`src/rtl/msc_pkg.sv`:
```
package msc_pkg;

    localparam int unsigned FRAC_BITS_DEF = 8;
    localparam int unsigned NUM_CH        = 7;
    localparam int unsigned W_WIDE        = 32;
    localparam int unsigned W_NARROW      = 16;
    // integer part of any channel: 32-bit unsigned or 16-bit signed fits here
    localparam int unsigned RAW_W         = W_WIDE + 1;

    localparam int unsigned CH_CURRENT  = 0;
    localparam int unsigned CH_VOLTAGE  = 1;
    localparam int unsigned CH_ACTIVE   = 2;
    localparam int unsigned CH_REACTIVE = 3;
    localparam int unsigned CH_APPARENT = 4;
    localparam int unsigned CH_PF       = 5;
    localparam int unsigned CH_FREQ     = 6;

    localparam int unsigned CH_DIV  [NUM_CH] = '{4, 16, 8, 8, 8, 8, 10};
    localparam int unsigned CH_SNAP [NUM_CH] = '{20, 10, 10, 10, 10, 100, 100};
    localparam int unsigned CH_BAND [NUM_CH] = '{10, 5, 5, 5, 5, 50, 50};

    typedef logic signed [RAW_W-1:0] t_raw;

    typedef struct packed {
        logic adv;
        logic first;
        logic commit;
    } t_chan_ctl;

endpackage

```
`src/rtl/msc_if.sv`:
```
interface msc_rdg_if;
    logic                                 valid;
    logic                                 ready;
    logic [msc_pkg::W_WIDE-1:0]           raw_current;
    logic [msc_pkg::W_NARROW-1:0]         raw_voltage;
    logic [msc_pkg::W_WIDE-1:0]           raw_active;
    logic [msc_pkg::W_WIDE-1:0]           raw_reactive;
    logic [msc_pkg::W_WIDE-1:0]           raw_apparent;
    logic signed [msc_pkg::W_NARROW-1:0]  raw_pf;
    logic [msc_pkg::W_NARROW-1:0]         raw_freq;
    logic [msc_pkg::W_NARROW-1:0]         alarm_bits;
    logic [msc_pkg::W_NARROW-1:0]         status_bits;
    logic [msc_pkg::W_WIDE-1:0]           gap_ms;

    modport source (
        output valid, raw_current, raw_voltage, raw_active, raw_reactive,
               raw_apparent, raw_pf, raw_freq, alarm_bits, status_bits, gap_ms,
        input  ready
    );
    modport sink (
        input  valid, raw_current, raw_voltage, raw_active, raw_reactive,
               raw_apparent, raw_pf, raw_freq, alarm_bits, status_bits, gap_ms,
        output ready
    );
endinterface

interface msc_rep_if;
    logic                                 valid;
    logic                                 ready;
    logic [msc_pkg::W_WIDE-1:0]           rep_current;
    logic [msc_pkg::W_NARROW-1:0]         rep_voltage;
    logic [msc_pkg::W_WIDE-1:0]           rep_active;
    logic [msc_pkg::W_WIDE-1:0]           rep_reactive;
    logic [msc_pkg::W_WIDE-1:0]           rep_apparent;
    logic signed [msc_pkg::W_NARROW-1:0]  rep_pf;
    logic [msc_pkg::W_NARROW-1:0]         rep_freq;
    logic [msc_pkg::W_NARROW-1:0]         rep_alarm;
    logic [msc_pkg::W_NARROW-1:0]         rep_status;
    logic [msc_pkg::W_WIDE-1:0]           rep_gap_ms;

    modport source (
        output valid, rep_current, rep_voltage, rep_active, rep_reactive,
               rep_apparent, rep_pf, rep_freq, rep_alarm, rep_status, rep_gap_ms,
        input  ready
    );
    modport sink (
        input  valid, rep_current, rep_voltage, rep_active, rep_reactive,
               rep_apparent, rep_pf, rep_freq, rep_alarm, rep_status, rep_gap_ms,
        output ready
    );
endinterface

```
`src/rtl/msc_chan.sv`:
```
module msc_chan #(
    parameter int unsigned FRAC_BITS = msc_pkg::FRAC_BITS_DEF,
    parameter int unsigned CH        = msc_pkg::CH_CURRENT
) (
    input  logic               i_clk,
    input  msc_pkg::t_raw      i_raw,
    input  msc_pkg::t_chan_ctl i_ctl,
    output msc_pkg::t_raw      o_int,
    output logic               o_over
);

    localparam int unsigned SW    = msc_pkg::RAW_W + FRAC_BITS;
    localparam int unsigned DIV   = msc_pkg::CH_DIV[CH];
    localparam int unsigned SNAP  = msc_pkg::CH_SNAP[CH];
    localparam int unsigned BAND  = msc_pkg::CH_BAND[CH];
    // below the snap limit the difference magnitude fits in MW bits
    localparam int unsigned MW    = FRAC_BITS + $clog2(SNAP + 1);
    localparam int unsigned DSH   = $clog2(DIV);
    localparam int unsigned SHR   = MW + DSH;
    localparam int unsigned RCP   = (2 ** SHR) / DIV + 1;
    localparam bit          POW2  = ((DIV & (DIV - 1)) == 0);
    localparam int unsigned RW    = msc_pkg::RAW_W;

    logic signed [SW-1:0] r_smooth;
    logic signed [SW-1:0] n_smooth;
    logic signed [SW-1:0] raw_fx;
    logic signed [SW:0]   diff;
    logic [SW:0]          mag;
    logic [MW-1:0]        mag_n;
    logic [MW-1:0]        quo;
    logic signed [SW-1:0] quo_s;
    logic                 snap;

    logic [SW-1:0]        s_mag;
    logic [SW-1:0]        s_ipart;
    msc_pkg::t_raw        cur_int;
    msc_pkg::t_raw        r_last;
    logic signed [RW:0]   bdiff;
    logic [RW:0]          bmag;

    // smoothing step
    assign raw_fx = SW'(i_raw) <<< FRAC_BITS;
    assign diff   = (SW + 1)'(raw_fx) - (SW + 1)'(r_smooth);
    assign mag    = diff[SW] ? (SW + 1)'(-diff) : (SW + 1)'(diff);
    assign snap   = (mag >> FRAC_BITS) > (SW + 1)'(SNAP);
    assign mag_n  = mag[MW-1:0];

    generate
        if (POW2) begin : g_shift
            assign quo = mag_n >> DSH;
        end else begin : g_recip
            localparam logic [MW:0] RCP_C = (MW + 1)'(RCP);
            logic [2*MW:0] prod;
            assign prod = (2 * MW + 1)'(mag_n) * (2 * MW + 1)'(RCP_C);
            assign quo  = MW'(prod >> SHR);
        end
    endgenerate

    assign quo_s = SW'(quo);

    always_comb begin
        priority if (i_ctl.first || snap) begin
            n_smooth = raw_fx;
        end else if (diff[SW]) begin
            n_smooth = r_smooth - quo_s;
        end else begin
            n_smooth = r_smooth + quo_s;
        end
    end

    always_ff @(posedge i_clk) begin
        if (i_ctl.adv) begin
            r_smooth <= n_smooth;
        end
    end

    // integer part, truncated toward zero
    assign s_mag   = r_smooth[SW-1] ? SW'(-r_smooth) : SW'(r_smooth);
    assign s_ipart = s_mag >> FRAC_BITS;
    assign cur_int = r_smooth[SW-1] ? -RW'(s_ipart) : RW'(s_ipart);
    assign o_int   = cur_int;

    // deadband against the last reported value
    assign bdiff  = (RW + 1)'(r_last) - (RW + 1)'(cur_int);
    assign bmag   = bdiff[RW] ? (RW + 1)'(-bdiff) : (RW + 1)'(bdiff);
    assign o_over = bmag > (RW + 1)'(BAND);

    always_ff @(posedge i_clk) begin
        if (i_ctl.commit) begin
            r_last <= cur_int;
        end
    end

endmodule

```
`src/rtl/meter_smoothing_change_reporter_core.sv`:
```
// channel  | role   | word
// i_rdg    | sink   | one meter reading: seven raw channels, flag/status words, gap
// o_rep    | source | one report: seven integer parts, flag/status words, gap
//
// one reading accepted per cycle unless upstream is stalled; its report leaves through the stages below
// stages: input register, channel filters (state update), report decision/output register
// readings that cause no report are dropped at the decision stage without a bubble
// synchronous active-low reset empties all stages and forgets the first reading
// a stalled report holds in the output register; upstream stalls only when all stages are full
module meter_smoothing_change_reporter_core #(
    parameter int unsigned FRAC_BITS = msc_pkg::FRAC_BITS_DEF
) (
    input  logic        i_clk,
    input  logic        i_rst_n,
    msc_rdg_if.sink     i_rdg,
    msc_rep_if.source   o_rep
);

    typedef struct packed {
        logic [msc_pkg::W_WIDE-1:0]          raw_current;
        logic [msc_pkg::W_NARROW-1:0]        raw_voltage;
        logic [msc_pkg::W_WIDE-1:0]          raw_active;
        logic [msc_pkg::W_WIDE-1:0]          raw_reactive;
        logic [msc_pkg::W_WIDE-1:0]          raw_apparent;
        logic [msc_pkg::W_NARROW-1:0]        raw_pf;
        logic [msc_pkg::W_NARROW-1:0]        raw_freq;
        logic [msc_pkg::W_NARROW-1:0]        alarm_bits;
        logic [msc_pkg::W_NARROW-1:0]        status_bits;
        logic [msc_pkg::W_WIDE-1:0]          gap_ms;
    } t_rdg_word;

    typedef struct packed {
        logic [msc_pkg::W_NARROW-1:0]        alarm;
        logic [msc_pkg::W_NARROW-1:0]        status;
        logic [msc_pkg::W_WIDE-1:0]          gap;
    } t_side_word;

    typedef struct packed {
        logic [msc_pkg::W_WIDE-1:0]          current;
        logic [msc_pkg::W_NARROW-1:0]        voltage;
        logic [msc_pkg::W_WIDE-1:0]          active;
        logic [msc_pkg::W_WIDE-1:0]          reactive;
        logic [msc_pkg::W_WIDE-1:0]          apparent;
        logic [msc_pkg::W_NARROW-1:0]        pf;
        logic [msc_pkg::W_NARROW-1:0]        freq;
        logic [msc_pkg::W_NARROW-1:0]        alarm;
        logic [msc_pkg::W_NARROW-1:0]        status;
        logic [msc_pkg::W_WIDE-1:0]          gap;
    } t_rep_word;

    localparam int unsigned RW = msc_pkg::RAW_W;

    logic                r_in_vld;
    t_rdg_word           r_in;
    logic                r_s1_vld;
    logic                r_s1_first;
    t_side_word          r_s1;
    logic                r_out_vld;
    t_rep_word           r_out;
    logic                r_primed;
    logic [msc_pkg::W_NARROW-1:0] r_last_alarm;
    logic [msc_pkg::W_NARROW-1:0] r_last_status;

    logic                in_rdy;
    logic                adv0;
    logic                adv1;
    logic                out_free;
    logic                report;
    msc_pkg::t_chan_ctl  ctl;
    msc_pkg::t_raw       raw_ch [msc_pkg::NUM_CH];
    msc_pkg::t_raw       int_ch [msc_pkg::NUM_CH];
    logic [msc_pkg::NUM_CH-1:0] over;

    // pipeline flow
    assign out_free = !r_out_vld || o_rep.ready;
    assign adv1     = r_s1_vld && (!report || out_free);
    assign adv0     = r_in_vld && (!r_s1_vld || adv1);
    assign in_rdy   = !r_in_vld || adv0;
    assign i_rdg.ready = in_rdy;

    assign report = r_s1_first || (|over)
                    || (r_s1.alarm != r_last_alarm)
                    || (r_s1.status != r_last_status);

    assign ctl.adv    = adv0;
    assign ctl.first  = !r_primed;
    assign ctl.commit = adv1 && report;

    // raw channels widened to a common signed width
    assign raw_ch[msc_pkg::CH_CURRENT]  = RW'(r_in.raw_current);
    assign raw_ch[msc_pkg::CH_VOLTAGE]  = RW'(r_in.raw_voltage);
    assign raw_ch[msc_pkg::CH_ACTIVE]   = RW'(r_in.raw_active);
    assign raw_ch[msc_pkg::CH_REACTIVE] = RW'(r_in.raw_reactive);
    assign raw_ch[msc_pkg::CH_APPARENT] = RW'(r_in.raw_apparent);
    assign raw_ch[msc_pkg::CH_PF]       = RW'($signed(r_in.raw_pf));
    assign raw_ch[msc_pkg::CH_FREQ]     = RW'(r_in.raw_freq);

    generate
        for (genvar g = 0; g < msc_pkg::NUM_CH; g++) begin : g_ch
            msc_chan #(
                .FRAC_BITS (FRAC_BITS),
                .CH        (g)
            ) u_chan (
                .i_clk  (i_clk),
                .i_raw  (raw_ch[g]),
                .i_ctl  (ctl),
                .o_int  (int_ch[g]),
                .o_over (over[g])
            );
        end
    endgenerate

    always_ff @(posedge i_clk) begin
        if (!i_rst_n) begin
            r_in_vld  <= 1'b0;
            r_s1_vld  <= 1'b0;
            r_out_vld <= 1'b0;
            r_primed  <= 1'b0;
        end else begin
            if (i_rdg.valid && in_rdy) begin
                r_in_vld <= 1'b1;
            end else if (adv0) begin
                r_in_vld <= 1'b0;
            end
            if (adv0) begin
                r_s1_vld <= 1'b1;
                r_primed <= 1'b1;
            end else if (adv1) begin
                r_s1_vld <= 1'b0;
            end
            if (adv1 && report) begin
                r_out_vld <= 1'b1;
            end else if (o_rep.ready) begin
                r_out_vld <= 1'b0;
            end
        end
    end

    // payload registers
    always_ff @(posedge i_clk) begin
        if (i_rdg.valid && in_rdy) begin
            r_in.raw_current  <= i_rdg.raw_current;
            r_in.raw_voltage  <= i_rdg.raw_voltage;
            r_in.raw_active   <= i_rdg.raw_active;
            r_in.raw_reactive <= i_rdg.raw_reactive;
            r_in.raw_apparent <= i_rdg.raw_apparent;
            r_in.raw_pf       <= i_rdg.raw_pf;
            r_in.raw_freq     <= i_rdg.raw_freq;
            r_in.alarm_bits   <= i_rdg.alarm_bits;
            r_in.status_bits  <= i_rdg.status_bits;
            r_in.gap_ms       <= i_rdg.gap_ms;
        end
        if (adv0) begin
            r_s1_first <= !r_primed;
            r_s1.alarm  <= r_in.alarm_bits;
            r_s1.status <= r_in.status_bits;
            r_s1.gap    <= r_in.gap_ms;
        end
        if (adv1 && report) begin
            r_last_alarm   <= r_s1.alarm;
            r_last_status  <= r_s1.status;
            r_out.current  <= int_ch[msc_pkg::CH_CURRENT][msc_pkg::W_WIDE-1:0];
            r_out.voltage  <= int_ch[msc_pkg::CH_VOLTAGE][msc_pkg::W_NARROW-1:0];
            r_out.active   <= int_ch[msc_pkg::CH_ACTIVE][msc_pkg::W_WIDE-1:0];
            r_out.reactive <= int_ch[msc_pkg::CH_REACTIVE][msc_pkg::W_WIDE-1:0];
            r_out.apparent <= int_ch[msc_pkg::CH_APPARENT][msc_pkg::W_WIDE-1:0];
            r_out.pf       <= int_ch[msc_pkg::CH_PF][msc_pkg::W_NARROW-1:0];
            r_out.freq     <= int_ch[msc_pkg::CH_FREQ][msc_pkg::W_NARROW-1:0];
            r_out.alarm    <= r_s1.alarm;
            r_out.status   <= r_s1.status;
            r_out.gap      <= r_s1.gap;
        end
    end

    assign o_rep.valid        = r_out_vld;
    assign o_rep.rep_current  = r_out.current;
    assign o_rep.rep_voltage  = r_out.voltage;
    assign o_rep.rep_active   = r_out.active;
    assign o_rep.rep_reactive = r_out.reactive;
    assign o_rep.rep_apparent = r_out.apparent;
    assign o_rep.rep_pf       = $signed(r_out.pf);
    assign o_rep.rep_freq     = r_out.freq;
    assign o_rep.rep_alarm    = r_out.alarm;
    assign o_rep.rep_status   = r_out.status;
    assign o_rep.rep_gap_ms   = r_out.gap;

    // nothing past the input register before the first reading has entered the filters
    a_unprimed_empty: assert property (@(posedge i_clk) disable iff (!i_rst_n)
        !r_primed |-> (!r_s1_vld && !r_out_vld))
        else $error("stage occupied before first reading");

    a_first_reports: assert property (@(posedge i_clk) disable iff (!i_rst_n)
        (adv1 && r_s1_first) |=> r_out_vld)
        else $error("first reading did not report");

    a_last_words: assert property (@(posedge i_clk) disable iff (!i_rst_n)
        (adv1 && report) |=> (r_last_alarm == o_rep.rep_alarm
                              && r_last_status == o_rep.rep_status))
        else $error("reported words and change reference disagree");

endmodule
```
`src/flat_wrapper.sv`:
```
// flat-port wrapper written by rule: the top's interface ports become plain ports
module meter_smoothing_change_reporter_core_flat 
#(
    parameter int unsigned FRAC_BITS = msc_pkg::FRAC_BITS_DEF
)
  (i_clk, i_rst_n, i_rdg_valid, i_rdg_raw_current, i_rdg_raw_voltage, i_rdg_raw_active, i_rdg_raw_reactive, i_rdg_raw_apparent, i_rdg_raw_pf, i_rdg_raw_freq, i_rdg_alarm_bits, i_rdg_status_bits, i_rdg_gap_ms, i_rdg_ready, o_rep_valid, o_rep_rep_current, o_rep_rep_voltage, o_rep_rep_active, o_rep_rep_reactive, o_rep_rep_apparent, o_rep_rep_pf, o_rep_rep_freq, o_rep_rep_alarm, o_rep_rep_status, o_rep_rep_gap_ms, o_rep_ready);
  msc_rdg_if i_rdg_i ();
  msc_rep_if o_rep_i ();
  input  logic i_clk;
  input  logic i_rst_n;
  input wire logic [$bits(i_rdg_i.valid)-1:0] i_rdg_valid;
  input wire logic [$bits(i_rdg_i.raw_current)-1:0] i_rdg_raw_current;
  input wire logic [$bits(i_rdg_i.raw_voltage)-1:0] i_rdg_raw_voltage;
  input wire logic [$bits(i_rdg_i.raw_active)-1:0] i_rdg_raw_active;
  input wire logic [$bits(i_rdg_i.raw_reactive)-1:0] i_rdg_raw_reactive;
  input wire logic [$bits(i_rdg_i.raw_apparent)-1:0] i_rdg_raw_apparent;
  input wire logic [$bits(i_rdg_i.raw_pf)-1:0] i_rdg_raw_pf;
  input wire logic [$bits(i_rdg_i.raw_freq)-1:0] i_rdg_raw_freq;
  input wire logic [$bits(i_rdg_i.alarm_bits)-1:0] i_rdg_alarm_bits;
  input wire logic [$bits(i_rdg_i.status_bits)-1:0] i_rdg_status_bits;
  input wire logic [$bits(i_rdg_i.gap_ms)-1:0] i_rdg_gap_ms;
  output wire logic [$bits(i_rdg_i.ready)-1:0] i_rdg_ready;
  output wire logic [$bits(o_rep_i.valid)-1:0] o_rep_valid;
  output wire logic [$bits(o_rep_i.rep_current)-1:0] o_rep_rep_current;
  output wire logic [$bits(o_rep_i.rep_voltage)-1:0] o_rep_rep_voltage;
  output wire logic [$bits(o_rep_i.rep_active)-1:0] o_rep_rep_active;
  output wire logic [$bits(o_rep_i.rep_reactive)-1:0] o_rep_rep_reactive;
  output wire logic [$bits(o_rep_i.rep_apparent)-1:0] o_rep_rep_apparent;
  output wire logic [$bits(o_rep_i.rep_pf)-1:0] o_rep_rep_pf;
  output wire logic [$bits(o_rep_i.rep_freq)-1:0] o_rep_rep_freq;
  output wire logic [$bits(o_rep_i.rep_alarm)-1:0] o_rep_rep_alarm;
  output wire logic [$bits(o_rep_i.rep_status)-1:0] o_rep_rep_status;
  output wire logic [$bits(o_rep_i.rep_gap_ms)-1:0] o_rep_rep_gap_ms;
  input wire logic [$bits(o_rep_i.ready)-1:0] o_rep_ready;
  assign i_rdg_i.valid = i_rdg_valid;
  assign i_rdg_i.raw_current = i_rdg_raw_current;
  assign i_rdg_i.raw_voltage = i_rdg_raw_voltage;
  assign i_rdg_i.raw_active = i_rdg_raw_active;
  assign i_rdg_i.raw_reactive = i_rdg_raw_reactive;
  assign i_rdg_i.raw_apparent = i_rdg_raw_apparent;
  assign i_rdg_i.raw_pf = i_rdg_raw_pf;
  assign i_rdg_i.raw_freq = i_rdg_raw_freq;
  assign i_rdg_i.alarm_bits = i_rdg_alarm_bits;
  assign i_rdg_i.status_bits = i_rdg_status_bits;
  assign i_rdg_i.gap_ms = i_rdg_gap_ms;
  assign i_rdg_ready = i_rdg_i.ready;
  assign o_rep_valid = o_rep_i.valid;
  assign o_rep_rep_current = o_rep_i.rep_current;
  assign o_rep_rep_voltage = o_rep_i.rep_voltage;
  assign o_rep_rep_active = o_rep_i.rep_active;
  assign o_rep_rep_reactive = o_rep_i.rep_reactive;
  assign o_rep_rep_apparent = o_rep_i.rep_apparent;
  assign o_rep_rep_pf = o_rep_i.rep_pf;
  assign o_rep_rep_freq = o_rep_i.rep_freq;
  assign o_rep_rep_alarm = o_rep_i.rep_alarm;
  assign o_rep_rep_status = o_rep_i.rep_status;
  assign o_rep_rep_gap_ms = o_rep_i.rep_gap_ms;
  assign o_rep_i.ready = o_rep_ready;
  meter_smoothing_change_reporter_core #(.FRAC_BITS(FRAC_BITS)) u_core (.i_clk(i_clk), .i_rst_n(i_rst_n), .i_rdg(i_rdg_i), .o_rep(o_rep_i));
endmodule
```
`config.mk`:
```
export PLATFORM = sky130hd
export DESIGN_NAME = meter_smoothing_change_reporter_core_flat
export DESIGN_NICKNAME = d
export VERILOG_FILES = /design/src/rtl/msc_pkg.sv /design/src/rtl/msc_if.sv /design/src/rtl/msc_chan.sv /design/src/rtl/meter_smoothing_change_reporter_core.sv /design/src/flat_wrapper.sv
export SDC_FILE = /design/constraint.sdc
export NUM_CORES = 2
export LEC_CHECK = 0
export BUFFER_PORTS_ARGS = -buffer_cell sky130_fd_sc_hd__buf_2
export CAP_MARGIN = 25
export CORE_ASPECT_RATIO = 0.8
export CORE_MARGIN = 1.5
export CORE_UTILIZATION = 55
export CTS_CLUSTER_DIAMETER = 60
export DETAILED_ROUTE_END_ITERATION = 7
export PLACE_DENSITY = 0.73
export RECOVER_POWER = 100
export SLEW_MARGIN = 20
export SYNTH_ARGS = -nofsm -noshare
export SYNTH_HDL_FRONTEND = slang
export SYNTH_SLANG_ARGS = --single-unit
```
`constraint.sdc`:
```
create_clock -name i_clk -period 28.6 [get_ports i_clk]
set_clock_uncertainty 0.2 [all_clocks]
set_input_delay 4.29 -clock i_clk [delete_from_list [all_inputs] [get_ports i_clk]]
set_output_delay 4.29 -clock i_clk [all_outputs]
set_load 0.01 [all_outputs]
```
==> metrics <==
Setup WS pre-CTS=between 10 and 15 ns; number of synthesized register bits=891; share of synthesized area occupied by flip-flops and latches=approximately a quarter; layout cell share with drive strength beyond 1=6.72%; WL per Instance=around 22 um; most frequent CP cell=sky130_fd_sc_hd__clkbuf_1; Mapped Cells=12833; clk sink count=a little under 900; failing checks=max-capacitance violations, max-slew violations; number of placed I/O pins=486; Hold Buf Count CTS=0; largest buffer count on any clock path=3; Crit Reg-Reg Startpoint=u_core.g_ch[6].u_chan.r_smooth[0]; DIE AREA=slightly below 200000 um^2; clock tree from TritonCTS=yes; HP Class=register to register; Final nets=roughly 14000; setup repair after global routing missed its margin=no; warning count from the yosys run=0; utilization of the core after routing=roughly three fifths; area of the multi-input gates=a little over 70000 um^2; combined buffer and inverter count along the critical path=6; Primary FF master, synth=sky130_fd_sc_hd__edfxtp_1; count of different cell masters after synthesis=110; highest clock frequency the design can meet=about 48 MHz; area of the core region=between 150000 and 200000 um^2; Total Negative Setup Slacks=0 ns; category of the worst setup path capture point=register; clock latency on the worst-skew pair=0.82 ns; post-route setup slack=slightly below 8 ns; initial antenna violation count=5; post-synthesis cell area=about 110000 um^2; number of vias per cell=between 6 and 7; row cnt=143; Final ANT Viol Nets=0; wire length of the first global-routing pass=~530000 um; top post-synthesis cells by area=sky130_fd_sc_hd__edfxtp_1, sky130_fd_sc_hd__ha_1, sky130_fd_sc_hd__xnor2_1; sequential group share of total power=22.1%; remaining routing DRC violations=0; logic gate share of total power=about 56%; fraction of power consumed by the clock network=approximately 22%; Hold Path Cell Cnt=0; switching fraction of total power=about 44%; CP delay by family, top=buffers and inverters; number of global-route vias before repair=~92000; critical path launch point type=register; Worst EP arrival=approximately 21 ns; sink of the worst hold path=u_core.r_s1[62]; count of vias placed by the detailed router=about 100k; actual slew at the worst max-slew pin=approximately 4 ns; placer congestion estimate=1.01; instance area at placement=approximately 110000 um^2; power per standard cell area=between 60 and 70 nW/um^2; Clock Tree Root=sky130_fd_sc_hd__clkbuf_16; die extent in y=~390 um; FF-to-FF setup slack=a little under 8 ns; dominant cell type by area after synthesis=sky130_fd_sc_hd__edfxtp_1; Setup Fix Bufs, Post-CTS=0; flip-flop and latch area=roughly 27000 um^2; EDFF count, synth=slightly below 900; Power, Total=a little over 0.007 W; Slowest Stage Delay on Critical Path=about 3 ns; hold violation count in the final report=0; overall routed net length=around 350000 um; top-area cell type share of the netlist area=around a quarter; residual overflow from global routing=0; Rel. slew slack=-171%; cts bufs inserted=113; Detailed Routing Iterations Pass 1=6; beginning of the worst hold path=u_core.r_in[62]; Switch Pwr=around 0.0031 W; Worst VDD drop=approximately 0.3 mV; FF-to-FF End=u_core.g_ch[0].u_chan.r_smooth[39]; max-slew violations=roughly 1000; async set or reset register ratio after synthesis=0%; max_cap viols=23; detailed placer's ending HPWL=roughly 280000 um; run status=finished, violations left; number of failing setup endpoints in the final timing report=0; critical-path maximum fanout=63; number of H-tree levels=3; synthesized net count=approximately 14000; number of filler cells placed in the layout=17096; floorplan die width=492 um; pin count of the biggest net entering global routing=around 120; I/O Buffers=a little under 500; design area=112000 um^2; master of the slowest instance on the critical path=sky130_fd_sc_hd__clkbuf_1; critical path start-end classification=register to register; Avg Synthesized Cell Area=8.19 um^2; DR iter-0 viols=approximately 9900; depth of the worst register-to-register path=37; clk slew on worst S/H paths=roughly 0.070 ns; area delta synth->final=6.50%; initial standard-cell utilization of the core=between 50% and 60%; final worst path period need=approximately 21 ns; Worst EP required=about 29 ns; CTS-repair resized insts=0; leakage power summed over all cells=approximately 44 nW; cell internal power dissipation=between 0.003 and 0.004 W; Final Cycle Share=72.2%; global-route usage over all layers=roughly a third
[worst register-to-register path: cells and delay by family (launching register included)]
family / cells / cell delay [ns]
xor gates and xnor gates: 2 / 0.40
AOI/OAI and AO/OA: 13 / 4.61
adders and majority gates: 2 / 0.73
DFF: 1 / 0.56
and+or+nand+nor: 14 / 4.13
buffers and inverters: 6 / 9.42
[how the worst max path moves through the flow]
stage	from	to	slack (ns)	cells past startpoint
after CTS	u_core.g_ch[2].u_chan.r_smooth[3]	i_rdg_ready	12.64	33
after global routing	u_core.g_ch[6].u_chan.r_smooth[0]	u_core.g_ch[0].u_chan.r_smooth[39]	6.95	37
final	u_core.g_ch[6].u_chan.r_smooth[0]	u_core.g_ch[0].u_chan.r_smooth[39]	7.94	37
after floorplan	u_core.g_ch[4].u_chan.r_smooth[40]	u_core.g_ch[0].u_chan.r_smooth[0]	2.13	33
after global placement	u_core.g_ch[2].u_chan.r_smooth[3]	i_rdg_ready	13.69	33
after detailed placement	u_core.g_ch[2].u_chan.r_smooth[3]	i_rdg_ready	13.55	33
[metrics by stage]
step	cells	hold slack, ns
global route	15537	0.190
CTS	15536	0.185
global placement	15322	0.201
detailed placement	15323	0.205
floorplan	12833	0.200
finish	15540	0.186
[synthesized netlist by cell type, drive strengths merged, types with 73 or more instances]
master,number
clkbuf,383
fa,73
o21ai,767
xnor2,970
edfxtp,887
nand2,1059
and3,143
nand4,191
a211oi,123
o211ai,100
nand3,390
o31ai,88
nand2b,204
nor3,458
mux2i,78
a21oi,874
a21o,308
ha,847
buf,236
a31oi,155
inv,811
or3,144
xor2,383
mux2,201
nor2,1069
o21bai,80
or2,103
nor2b,156
nor4,144
and2,143
o21a,145
[cell type report]
type / instances / share of cell area [%]
Clock inverter: 87 / 0.978
Multi-Input combinational cell: 10510 / 64.6
Tap cell: 2537 / 2.84
Clock buffer: 126 / 2.60
Sequential cell: 891 / 23.9
Inverter: 813 / 2.73
Antenna cell: 3 / 0.00671
Timing Repair Buffer: 573 / 2.40
[registers in the layout (all words and copies together), names as in the netlist]
register and flops:
u_core.r_in_vld 1, u_core.r_s1_vld 1, u_core.r_primed 1, u_core.o_rep.rep_gap_ms 32, u_core.o_rep.valid 1, u_core.r_s1 64, u_core.o_rep.rep_status 16, u_core.g_ch.u_chan.r_last 231
u_core.r_s1_first 1, u_core.o_rep.rep_alarm 16, u_core.r_in 240, u_core.g_ch.u_chan.r_smooth 287
[cells in the final DEF (no fill, tap or decap), types with 285 or more instances in the layout]
cell / netlist / final
sky130_fd_sc_hd__inv_1: 811 / 811
sky130_fd_sc_hd__xnor2_1: 969 / 969
sky130_fd_sc_hd__o21ai_0: 754 / 754
sky130_fd_sc_hd__ha_1: 847 / 847
sky130_fd_sc_hd__nand2_1: 1058 / 1058
sky130_fd_sc_hd__clkbuf_1: 383 / 285
sky130_fd_sc_hd__xor2_1: 383 / 383
sky130_fd_sc_hd__edfxtp_1: 887 / 887
sky130_fd_sc_hd__nand3_1: 390 / 390
sky130_fd_sc_hd__a21oi_1: 874 / 874
sky130_fd_sc_hd__a21o_1: 308 / 308
sky130_fd_sc_hd__nor2_1: 1069 / 1068
sky130_fd_sc_hd__nor3_1: 456 / 454
[power by group through the flow]
| stage | Clock (W) | Sequential (W) | Combinational (W) |
|---|---|---|---|
| 2_1_floorplan | 0 | 0.00158 | 0.00300 |
| 3_3_place_gp | 0 | 0.00159 | 0.00383 |
| 3_5_place_dp | 0 | 0.00159 | 0.00390 |
| 4_1_cts | 0.00155 | 0.00156 | 0.00394 |
| 5_1_grt | 0.00160 | 0.00157 | 0.00446 |
| 6_report | 0.00153 | 0.00157 | 0.00401 |
[routing by layer]
layer,routed length [um],track usage [%]
met5,0,0
met4,12300,11.2
met3,31100,6.06
met2,145000,50.3
met1,157000,49.4
[logic make-up (layout without fill, tap and decap cells)]
group / after synthesis / in the layout / share of synthesized area, %
XOR/XNOR: 1353 / 1353 / 11.3
buffers and inverters: 1432 / 1599 / 5.80
adder cells (fa/ha/maj): 920 / 920 / 11.5
AO/OA/AOI/OAI: 3454 / 3454 / 21.6
AND/OR/NAND/NOR: 4504 / 4504 / 21.4
flip-flops: 891 / 891 / 25.4
multiplexers: 279 / 279 / 3.00
other: 0 / 3 / 0
Note: power is estimated with default switching activity, not from simulation.
